===== src/rtl/core/sdt_pkg.sv =====
// ----------------------------------------------------------------------------
// sdt_pkg
// Shared types and constants of the sleep deadline table: command and
// result codes, the command word that crosses the front-to-back queue.
// ----------------------------------------------------------------------------
package sdt_pkg;

    // Default configuration
    localparam int TABLE_DEPTH_DEF = 16;
    localparam int ID_WIDTH_DEF    = 8;

    // Fixed field widths of the channels
    localparam int DURATION_W = 32;
    localparam int SLEEPER_W  = 8;
    localparam int KIND_W     = 2;
    localparam int TICK_W     = 64;
    localparam int ID_MAX_W   = 16;

    // Command queue between front and back
    localparam int CMD_Q_DEPTH = 2;
    localparam int CMD_Q_AW    = $clog2(CMD_Q_DEPTH);

    // Input func codes
    localparam logic FUNC_SLEEP = 1'b0;
    localparam logic FUNC_TICK  = 1'b1;

    typedef enum logic {
        OP_SLEEP = 1'b0,
        OP_TICK  = 1'b1
    } t_op;

    typedef enum logic [KIND_W-1:0] {
        KIND_ACCEPT = 2'd0,
        KIND_REJECT = 2'd1,
        KIND_WAKE   = 2'd2
    } t_kind;

    typedef struct packed {
        t_op                   op;
        logic [DURATION_W-1:0] duration;
        logic [SLEEPER_W-1:0]  id;
    } t_cmd;

endpackage


===== src/rtl/core/sdt_front.sv =====
// ----------------------------------------------------------------------------
// sdt_front
// Input side: takes request beats, decodes them into commands and holds
// them in a short queue for the table engine.
// ----------------------------------------------------------------------------
module sdt_front
    import sdt_pkg::*;
(
    input  logic                  i_clk,
    input  logic                  i_rst_n,
    input  logic                  i_valid,
    output logic                  o_ready,
    input  logic                  i_func,
    input  logic [DURATION_W-1:0] i_duration,
    input  logic [SLEEPER_W-1:0]  i_sleeper_id,
    output logic                  o_cmd_valid,
    output t_cmd                  o_cmd,
    input  logic                  i_cmd_pop
);

    localparam int CntW = $clog2(CMD_Q_DEPTH + 1);

    t_cmd                r_slot [CMD_Q_DEPTH];
    logic [CMD_Q_AW-1:0] r_wr_ptr;
    logic [CMD_Q_AW-1:0] r_rd_ptr;
    logic [CntW-1:0]     r_fill;
    t_cmd                w_cmd_in;
    logic                w_push;
    logic                w_pop;

    // Decode the beat into a command
    always_comb begin
        w_cmd_in.op       = (i_func == FUNC_TICK) ? OP_TICK : OP_SLEEP;
        w_cmd_in.duration = i_duration;
        w_cmd_in.id       = i_sleeper_id;
    end

    assign o_ready     = (r_fill != CntW'(CMD_Q_DEPTH));
    assign w_push      = i_valid && o_ready;
    assign o_cmd_valid = (r_fill != '0);
    assign w_pop       = i_cmd_pop && o_cmd_valid;
    assign o_cmd       = r_slot[r_rd_ptr];

    // Queue storage
    always_ff @(posedge i_clk) begin
        if (w_push) begin
            r_slot[r_wr_ptr] <= w_cmd_in;
        end
    end

    // Advance pointers and fill level
    always_ff @(posedge i_clk) begin
        if (!i_rst_n) begin
            r_wr_ptr <= '0;
            r_rd_ptr <= '0;
            r_fill   <= '0;
        end else begin
            if (w_push) begin
                r_wr_ptr <= r_wr_ptr + CMD_Q_AW'(1);
            end
            if (w_pop) begin
                r_rd_ptr <= r_rd_ptr + CMD_Q_AW'(1);
            end
            if (w_push && !w_pop) begin
                r_fill <= r_fill + CntW'(1);
            end else if (w_pop && !w_push) begin
                r_fill <= r_fill - CntW'(1);
            end
        end
    end

endmodule


===== src/rtl/core/sdt_back.sv =====
// ----------------------------------------------------------------------------
// sdt_back
// Table engine: keeps the tick count and the deadline table, stores sleep
// requests and scans the table on each tick, waking due entries.
// ----------------------------------------------------------------------------
module sdt_back
    import sdt_pkg::*;
#(
    parameter int TABLE_DEPTH = TABLE_DEPTH_DEF,
    parameter int ID_WIDTH    = ID_WIDTH_DEF
) (
    input  logic                                 i_clk,
    input  logic                                 i_rst_n,
    input  logic                                 i_cmd_valid,
    input  t_cmd                                 i_cmd,
    output logic                                 o_cmd_pop,
    output logic                                 o_valid,
    input  logic                                 i_ready,
    output logic [KIND_W-1:0]                    o_kind,
    output logic [SLEEPER_W-1:0]                 o_thread_id,
    output logic                                 o_last,
    output logic [$clog2(TABLE_DEPTH + 1)-1:0]   o_entry_count
);

    localparam int CntW = $clog2(TABLE_DEPTH + 1);
    localparam int IdxW = (TABLE_DEPTH > 1) ? $clog2(TABLE_DEPTH) : 1;

    typedef enum logic [2:0] {
        ST_IDLE,
        ST_RD,
        ST_CMP,
        ST_MOVE,
        ST_FLUSH
    } t_state;

    // Deadline and owner table
    logic [TICK_W-1:0]   mem_deadline [TABLE_DEPTH];
    logic [ID_WIDTH-1:0] mem_owner    [TABLE_DEPTH];

    t_state              r_state;
    logic [TICK_W-1:0]   r_tick;
    logic [CntW-1:0]     r_count;
    logic [CntW-1:0]     r_idx;
    logic [TICK_W-1:0]   r_rd_deadline;
    logic [ID_WIDTH-1:0] r_rd_owner;
    logic                r_pend_valid;
    logic [ID_WIDTH-1:0] r_pend_owner;
    logic                r_out_valid;
    t_kind               r_out_kind;
    logic [ID_WIDTH-1:0] r_out_id;
    logic                r_out_last;

    logic                w_out_free;
    logic                w_due;
    logic                w_take;
    logic [CntW-1:0]     w_last_idx;
    logic [IdxW-1:0]     w_rd_addr;
    logic                w_wr_en;
    logic [IdxW-1:0]     w_wr_addr;
    logic [TICK_W-1:0]   w_wr_deadline;
    logic [ID_WIDTH-1:0] w_wr_owner;
    logic [ID_MAX_W-1:0] w_id_ext;
    logic [ID_WIDTH-1:0] w_cmd_id;
    logic [ID_MAX_W-1:0] w_out_ext;
    logic                w_full;

    assign w_out_free = !r_out_valid || i_ready;
    assign w_due      = !(r_tick < r_rd_deadline);
    assign w_take     = (r_state == ST_CMP) && w_due && (!r_pend_valid || w_out_free);
    assign w_last_idx = r_count - CntW'(1);
    assign w_full     = (r_count >= CntW'(TABLE_DEPTH));
    assign w_id_ext   = ID_MAX_W'(i_cmd.id);
    assign w_cmd_id   = w_id_ext[ID_WIDTH-1:0];

    // Take a command when idle; a sleep also needs room in the output register
    assign o_cmd_pop = (r_state == ST_IDLE) && i_cmd_valid
                       && ((i_cmd.op == OP_TICK) || w_out_free);

    // Read the last entry once a due entry is taken, else the scan slot
    assign w_rd_addr = w_take ? w_last_idx[IdxW-1:0] : r_idx[IdxW-1:0];

    // Table writes: new sleeper at the end, or last entry into a freed slot
    always_comb begin
        w_wr_en       = 1'b0;
        w_wr_addr     = r_idx[IdxW-1:0];
        w_wr_deadline = r_rd_deadline;
        w_wr_owner    = r_rd_owner;
        if (o_cmd_pop && (i_cmd.op == OP_SLEEP) && !w_full) begin
            w_wr_en       = 1'b1;
            w_wr_addr     = r_count[IdxW-1:0];
            w_wr_deadline = r_tick + TICK_W'(i_cmd.duration);
            w_wr_owner    = w_cmd_id;
        end else if (r_state == ST_MOVE) begin
            w_wr_en = 1'b1;
        end
    end

    // Table memory with registered read
    always_ff @(posedge i_clk) begin
        if (w_wr_en) begin
            mem_deadline[w_wr_addr] <= w_wr_deadline;
            mem_owner[w_wr_addr]    <= w_wr_owner;
        end
        r_rd_deadline <= mem_deadline[w_rd_addr];
        r_rd_owner    <= mem_owner[w_rd_addr];
    end

    // Sequencer, counters and result register
    always_ff @(posedge i_clk) begin
        if (!i_rst_n) begin
            r_state      <= ST_IDLE;
            r_tick       <= '0;
            r_count      <= '0;
            r_idx        <= '0;
            r_pend_valid <= 1'b0;
            r_out_valid  <= 1'b0;
        end else begin
            // Drop a result once its beat is taken
            if (i_ready) begin
                r_out_valid <= 1'b0;
            end
            unique case (r_state)
                ST_IDLE: begin
                    if (o_cmd_pop) begin
                        if (i_cmd.op == OP_TICK) begin
                            r_tick  <= r_tick + TICK_W'(1);
                            r_idx   <= '0;
                            r_state <= ST_RD;
                        end else begin
                            r_out_valid <= 1'b1;
                            r_out_id    <= w_cmd_id;
                            r_out_last  <= 1'b1;
                            if (w_full) begin
                                r_out_kind <= KIND_REJECT;
                            end else begin
                                r_out_kind <= KIND_ACCEPT;
                                r_count    <= r_count + CntW'(1);
                            end
                        end
                    end
                end
                ST_RD: begin
                    if (r_idx >= r_count) begin
                        r_state <= ST_FLUSH;
                    end else begin
                        r_state <= ST_CMP;
                    end
                end
                ST_CMP: begin
                    if (!w_due) begin
                        r_idx   <= r_idx + CntW'(1);
                        r_state <= ST_RD;
                    end else if (w_take) begin
                        // Hand the previous wake out; it is not the final one
                        if (r_pend_valid) begin
                            r_out_valid <= 1'b1;
                            r_out_kind  <= KIND_WAKE;
                            r_out_id    <= r_pend_owner;
                            r_out_last  <= 1'b0;
                        end
                        r_pend_valid <= 1'b1;
                        r_pend_owner <= r_rd_owner;
                        r_state      <= ST_MOVE;
                    end
                end
                ST_MOVE: begin
                    // Last entry lands in this slot; check it again
                    r_count <= r_count - CntW'(1);
                    r_state <= ST_RD;
                end
                ST_FLUSH: begin
                    if (!r_pend_valid) begin
                        r_state <= ST_IDLE;
                    end else if (w_out_free) begin
                        r_out_valid  <= 1'b1;
                        r_out_kind   <= KIND_WAKE;
                        r_out_id     <= r_pend_owner;
                        r_out_last   <= 1'b1;
                        r_pend_valid <= 1'b0;
                        r_state      <= ST_IDLE;
                    end
                end
                default: begin
                    r_state <= ST_IDLE;
                end
            endcase
        end
    end

    assign w_out_ext     = ID_MAX_W'(r_out_id);
    assign o_valid       = r_out_valid;
    assign o_kind        = r_out_kind;
    assign o_thread_id   = w_out_ext[SLEEPER_W-1:0];
    assign o_last        = r_out_last;
    assign o_entry_count = r_count;

endmodule


===== src/rtl/core/sleep_deadline_table.sv =====
// Sleep result: the input beat is registered in the command queue, then in the result
// register; one sleep per cycle while the result beats are taken and no scan runs.
// Tick: the table engine walks the table one slot at a time, reading and comparing each
// entry and moving the last entry into the slot of each entry woken.
// Up to 2 requests wait in the queue while a scan runs.
// Reset (i_rst_n low, synchronous) clears tick count, entry count and queue;
// the table itself needs no clearing pass.
// ----------------------------------------------------------------------------
// sleep_deadline_table
// Tick counter with an unordered table of sleeper deadlines: stores sleep
// requests and wakes every sleeper whose deadline has been reached on each tick.
// ----------------------------------------------------------------------------
module sleep_deadline_table
    import sdt_pkg::*;
#(
    parameter int TABLE_DEPTH = TABLE_DEPTH_DEF,
    parameter int ID_WIDTH    = ID_WIDTH_DEF
) (
    input  logic                  i_clk,
    input  logic                  i_rst_n,
    input  logic                  i_valid,
    output logic                  o_ready,
    input  logic                  i_func,
    input  logic [DURATION_W-1:0] i_duration,
    input  logic [SLEEPER_W-1:0]  i_sleeper_id,
    output logic                  o_valid,
    input  logic                  i_ready,
    output logic [KIND_W-1:0]     o_kind,
    output logic [SLEEPER_W-1:0]  o_thread_id,
    output logic                  o_last
);

    localparam int CntW = $clog2(TABLE_DEPTH + 1);

    logic            w_cmd_valid;
    t_cmd            w_cmd;
    logic            w_cmd_pop;
    logic [CntW-1:0] w_entry_count;

    sdt_front u_front (
        .i_clk        (i_clk),
        .i_rst_n      (i_rst_n),
        .i_valid      (i_valid),
        .o_ready      (o_ready),
        .i_func       (i_func),
        .i_duration   (i_duration),
        .i_sleeper_id (i_sleeper_id),
        .o_cmd_valid  (w_cmd_valid),
        .o_cmd        (w_cmd),
        .i_cmd_pop    (w_cmd_pop)
    );

    sdt_back #(
        .TABLE_DEPTH (TABLE_DEPTH),
        .ID_WIDTH    (ID_WIDTH)
    ) u_back (
        .i_clk         (i_clk),
        .i_rst_n       (i_rst_n),
        .i_cmd_valid   (w_cmd_valid),
        .i_cmd         (w_cmd),
        .o_cmd_pop     (w_cmd_pop),
        .o_valid       (o_valid),
        .i_ready       (i_ready),
        .o_kind        (o_kind),
        .o_thread_id   (o_thread_id),
        .o_last        (o_last),
        .o_entry_count (w_entry_count)
    );

    // Table never holds more entries than it has slots
    a_count_bound: assert property (@(posedge i_clk) disable iff (!i_rst_n)
        w_entry_count <= CntW'(TABLE_DEPTH))
        else $error("entry count above table depth");

    // Sleep answers are always the final result of their request
    a_sleep_last: assert property (@(posedge i_clk) disable iff (!i_rst_n)
        (o_valid && (o_kind != KIND_WAKE)) |-> o_last)
        else $error("sleep answer without last mark");

    // Reset empties the table
    a_reset_empty: assert property (@(posedge i_clk)
        !i_rst_n |=> (w_entry_count == '0))
        else $error("table not empty after reset");

    // An accepted sleep grows the table by one
    a_accept_grows: assert property (@(posedge i_clk) disable iff (!i_rst_n)
        (w_cmd_pop && w_cmd_valid && (w_cmd.op == OP_SLEEP)
         && (w_entry_count < CntW'(TABLE_DEPTH)))
        |=> (w_entry_count == $past(w_entry_count) + CntW'(1)))
        else $error("accepted sleep did not add an entry");

endmodule


===== config.mk =====
export PLATFORM = sky130hd
export DESIGN_NAME = sleep_deadline_table
export DESIGN_NICKNAME = d
export VERILOG_FILES = /design/src/rtl/core/sdt_pkg.sv /design/src/rtl/core/sdt_front.sv /design/src/rtl/core/sdt_back.sv /design/src/rtl/core/sleep_deadline_table.sv
export SDC_FILE = /design/constraint.sdc
export NUM_CORES = 2
export LEC_CHECK = 0
export BUFFER_PORTS_ARGS = -buffer_cell sky130_fd_sc_hd__clkbuf_2
export CAP_MARGIN = 40
export CORE_ASPECT_RATIO = 2
export CORE_MARGIN = 2
export CORE_UTILIZATION = 55
export DETAILED_ROUTE_END_ITERATION = 6
export GPL_ROUTABILITY_DRIVEN = 0
export PLACE_DENSITY = 0.79
export SLEW_MARGIN = 10
export SYNTH_ARGS = -nofsm -noshare
export SYNTH_HDL_FRONTEND = slang
export SYNTH_SLANG_ARGS = --single-unit

===== constraint.sdc =====
create_clock -name i_clk -period 13 [get_ports i_clk]
set_input_delay 2.6 -clock i_clk [delete_from_list [all_inputs] [get_ports i_clk]]
set_output_delay 2.6 -clock i_clk [all_outputs]
set_load 0.005 [all_outputs]

==> results_tabular.tex <==
\begin{tabular}{lr}
\hline
Metric & Value \\
\hline
\multicolumn{2}{l}{\textbf{Setup path}} \\
\quad Crit-path leading delay family & buffers and inverters \\
\quad Worst R2R Start & u\_back.r\_rd\_deadline[63] \\
\quad Crit-path cells & inv\_1, ha\_1, nand4\_1, nor4\_1, nand4\_1, nor3\_1, a22oi\_2, a221oi\_4, buf\_4, mux2i\_4, buf\_4, buf\_16, buf\_12, buf\_12, mux2i\_1, o22ai\_1, or4\_1 \\
\quad Critical-path cell with the highest stage delay & buf\_12 \\
\quad Slowest Stage Delay on Critical Path & 0.76 ns \\
\quad Path type of the worst setup path & reg -> reg \\
\quad Critical path destination & u\_back.r\_rd\_deadline[22] \\
\quad Worst R2R Path Depth & 17 \\
\quad Setup crit start & u\_back.r\_rd\_deadline[63] \\
\quad Maximum fanout along the worst path & 135 \\
\quad End of the worst register-to-register path & u\_back.r\_rd\_deadline[22] \\
\quad Crit path buf inv count & 6 \\
\quad Path length in cells of the critical path & 17 \\
\quad Crit path capture type & flop \\
\quad WP data arrival & 7.36 ns \\
\quad Startpoint types & flop \\
\quad Required time at the endpoint of the critical path & 13.63 ns \\
\quad Setup slack, reg-to-reg & 6.27 ns \\
\multicolumn{2}{l}{\textbf{Detailed routing}} \\
\quad Total Wirelength & 143000 um \\
\quad Drt drc & 0 \\
\quad Number of nets with antenna violations after detailed routing & 0 \\
\quad Starting DRT DRC Count & 3413 \\
\quad Average routed wire per standard cell & 27.0 um \\
\quad Number of search-and-repair iterations in the first detailed-routing pass & 6 \\
\quad Vias & 33569 \\
\quad Average vias per placed instance & 6.33 \\
\multicolumn{2}{l}{\textbf{Global routing}} \\
\quad Gr ovfl total & 0 \\
\quad Initial antenna violation count & 2 \\
\quad Global Route Usage Sum & 26.8\% \\
\quad Via count of the first global-routing pass & 34071 \\
\quad Global-route wire length before repair & 210000 um \\
\quad Maximum number of pins on one net before global-route repair & 151 \\
\multicolumn{2}{l}{\textbf{Pwr}} \\
\quad Power, Total & 0.0114 W \\
\quad Total power density per cell area & 178 nW/um\^{}2 \\
\quad Peak ir drop on the vdd network & 0.000123 V \\
\quad Static leakage & 20.8 nW \\
\multicolumn{2}{l}{\textbf{Outcome}} \\
\quad Outcome & finished clean \\
\multicolumn{2}{l}{\textbf{CTS}} \\
\quad Clock H-tree levels & 3 \\
\quad TritonCTS buffer count & 108 \\
\quad CTS resizes & 0 \\
\quad Hold Buf Count CTS & 0 \\
\quad Clock Sink Count & 1409 \\
\quad Clock-pin transition on the worst setup and hold timing paths & 0.07 ns \\
\quad Post-CTS Setup Inserts & 0 \\
\quad CTS tree & done \\
\quad Clock Latency Late Sink & 0.76 ns \\
\quad Bufs on Longest Clock Path & 3 \\
\quad Clock tree root buffer cell & clkbuf\_16 \\
\multicolumn{2}{l}{\textbf{Floorplanning}} \\
\quad Standard cell core area & 103000 sq um \\
\quad Overall die width & 232 um \\
\quad Chip Height & 461 um \\
\quad Initial Util & 55.5\% \\
\quad I/O pins & 58 \\
\quad Core Rows & 167 \\
\quad Die area & 107000 sq um \\
\multicolumn{2}{l}{\textbf{Yosys}} \\
\quad Syn Nets & 3868 \\
\quad Number of distinct standard cells referenced by the synthesized netlist & 59 \\
\quad Synthesized netlist cell count & 3717 \\
\quad Avg Synthesized Cell Area & 15.4 sq um \\
\quad Post-synth ARST share & 0\% \\
\quad Proportion of synthesized chip area in sequential cells & 71.0\% \\
\quad Post-synthesis instance area & 57400 sq um \\
\quad Number of enable flip-flop cells after synthesis & 1253 \\
\quad Commonest register cell after synthesis & edfxtp\_1 \\
\quad Flip-flop and latch count after synthesis & 1409 \\
\quad Synth warnings & 0 \\
\multicolumn{2}{l}{\textbf{STA}} \\
\quad Worst slew pin tran & 1.28 ns \\
\quad Clock skew & 0.0577 ns \\
\quad Share of the cycle needed by the critical path after routing & 51.8\% \\
\quad Achievable frequency & 149 MHz \\
\quad Final period demand of the worst path & 6.73 ns \\
\quad Number of failing hold endpoints at the final stage & 0 \\
\quad Count of final setup violators & 0 \\
\quad Final worst slack & 6.27 ns \\
\quad Setup repair after global routing missed its margin & false \\
\quad Number of max-slew violations in the final report & 0 \\
\quad Relative slew slack & 14.6\% \\
\quad Final total negative setup slack & 0 ns \\
\multicolumn{2}{l}{\textbf{Final layout}} \\
\quad Count of nets after finishing & 4007 \\
\quad Share of layout cells above drive strength 1 & 11.5\% \\
\quad Number of fill cells in the layout & 7215 \\
\quad Layout Area Growth over Synthesis & 11.5\% \\
\quad Leading cell type in the layout, fill and taps excluded & edfxtp\_1 \\
\quad FF/Latch Area & 40800 sq um \\
\quad Highest-count cells in the layout ignoring fill and taps & 1253 x edfxtp\_1, 595 x mux2i\_1, 288 x o22ai\_1 \\
\quad Multi-input gate area in the final layout & 15700 sq um \\
\multicolumn{2}{l}{\textbf{Place}} \\
\quad Post-DP HPWL & 80700 um \\
\quad Port buffer count & 57 \\
\quad Placement-stage worst setup slack & 5.89 ns \\
\multicolumn{2}{l}{\textbf{Worst hold path}} \\
\quad Class of the most critical hold timing path & reg -> reg \\
\multicolumn{2}{l}{\textbf{Flow run}} \\
\quad \# Max-Cap Violations & 0 \\
\hline
\end{tabular}
-- cell families (layout without fill, tap and decap cells) --
logic type	after synthesis	in the layout	synth area share, %
DFF	1409	1409	71.0
AOI/OAI and AO/OA	576	576	6.17
adders and majority gates	106	106	2.32
buffers and inverters	278	512	2.05
xor gates and xnor gates	123	123	1.88
and+or+nand+nor	595	595	5.49
other	0	3	0
muxes	630	630	11.1
-- worst reg2reg max path, stage by stage (launching register included) --
cell and delay (ns):
dfxtp_1 0.40, inv_1 0.07, ha_1 0.31, nand4_1 0.17, nor4_1 0.47, nand4_1 0.41
nor3_1 0.36, a22oi_2 0.21, a221oi_4 0.29, buf_4 0.36, mux2i_4 0.35, buf_4 0.25
buf_16 0.32, buf_12 0.62, buf_12 0.90, mux2i_1 0.45, o22ai_1 0.13, or4_1 0.53
-- registers in the layout, indices dropped and copies added (netlist names), 2 cells and up, named ones only --
register and flops:
u_back.mem_deadline 1024, u_back.mem_owner 128, u_front.r_slot 82, u_back.r_rd_deadline 64, u_back.r_tick 64, u_back.o_thread_id 8
u_back.r_pend_owner 8, u_back.r_rd_owner 8, u_back.o_entry_count 5, u_back.r_idx 5, u_back.r_state 3, u_back.o_kind 2
u_front.r_fill 2
-- area by class of cell --
| class | count | share of cell area (%) |
|---|---|---|
| Sequential cell | 1409 | 63.7 |
| Multi-Input combinational cell | 2030 | 24.6 |
| Clock buffer | 143 | 4.65 |
| Tap cell | 1352 | 2.64 |
| Timing Repair Buffer | 210 | 2.57 |
| Clock inverter | 62 | 1.28 |
| Inverter | 97 | 0.569 |
| Antenna cell | 3 | 0.0117 |
-- cell usage after synthesis (all sizes together) (16+ instances only) --
cell type,count,area (sq um)
edfxtp,1253,37600
mux2i,596,5970
o22ai,288,1800
nand2,171,642
dfxtp,156,3120
o21ai,115,576
ha,105,1310
clkbuf,103,387
inv,97,364
xnor2,79,692
buf,78,427
or4,77,578
nor2,74,278
a21oi,69,345
and2,65,407
xor2,44,385
nand3,42,210
nand4,37,231
mux2,34,383
nor3,32,160
a21o,26,195
and3,22,138
a31oi,16,106
nor2b,16,100
-- routing by layer --
| layer | vias to the layer above | GRT usage [%] | routed length, um |
|---|---|---|---|
| li1 | 14660 | - | - |
| met1 | 16797 | 31.2 | 50100 |
| met2 | 1717 | 47.4 | 74400 |
| met3 | 395 | 4.15 | 11400 |
| met4 | 0 | 13.6 | 7170 |
| met5 | - | 0 | 0 |
-- through the flow --
step | cells | utilization, % | hold slack [ns] | area [sq um]
floorplan | 3717 | - | 0.408 | 57400
global placement | 5071 | 57.8 | 0.414 | 59800
detailed placement | 5097 | 58.1 | 0.417 | 60100
CTS | 5302 | 61.8 | 0.434 | 63900
global route | 5305 | 61.8 | 0.452 | 64000
finish | 5306 | 61.8 | 0.436 | 64000
-- how the worst min path moves through the flow --
stage	depth (start not counted)	start	slack (ns)	end
3_3_place_gp	0	u_back.r_rd_owner[0]	0.41	u_back.r_pend_owner[0]
3_5_place_dp	0	u_back.r_rd_owner[0]	0.42	u_back.r_pend_owner[0]
6_report	0	u_back.r_rd_owner[0]	0.44	u_back.r_pend_owner[0]
4_1_cts	0	u_back.r_rd_owner[0]	0.43	u_back.r_pend_owner[0]
5_1_grt	0	u_back.r_rd_owner[2]	0.45	u_back.r_pend_owner[2]
2_1_floorplan	0	u_back.r_rd_owner[0]	0.41	u_back.r_pend_owner[0]
-- report_power, final --
part	internal (W)	switching, W	total (W)
Clock	0.00196	0.00156	0.00352
Combinational	0.000538	0.00130	0.00184
Sequential	0.00587	0.000141	0.00601
Power figures use the tool's default switching activity.
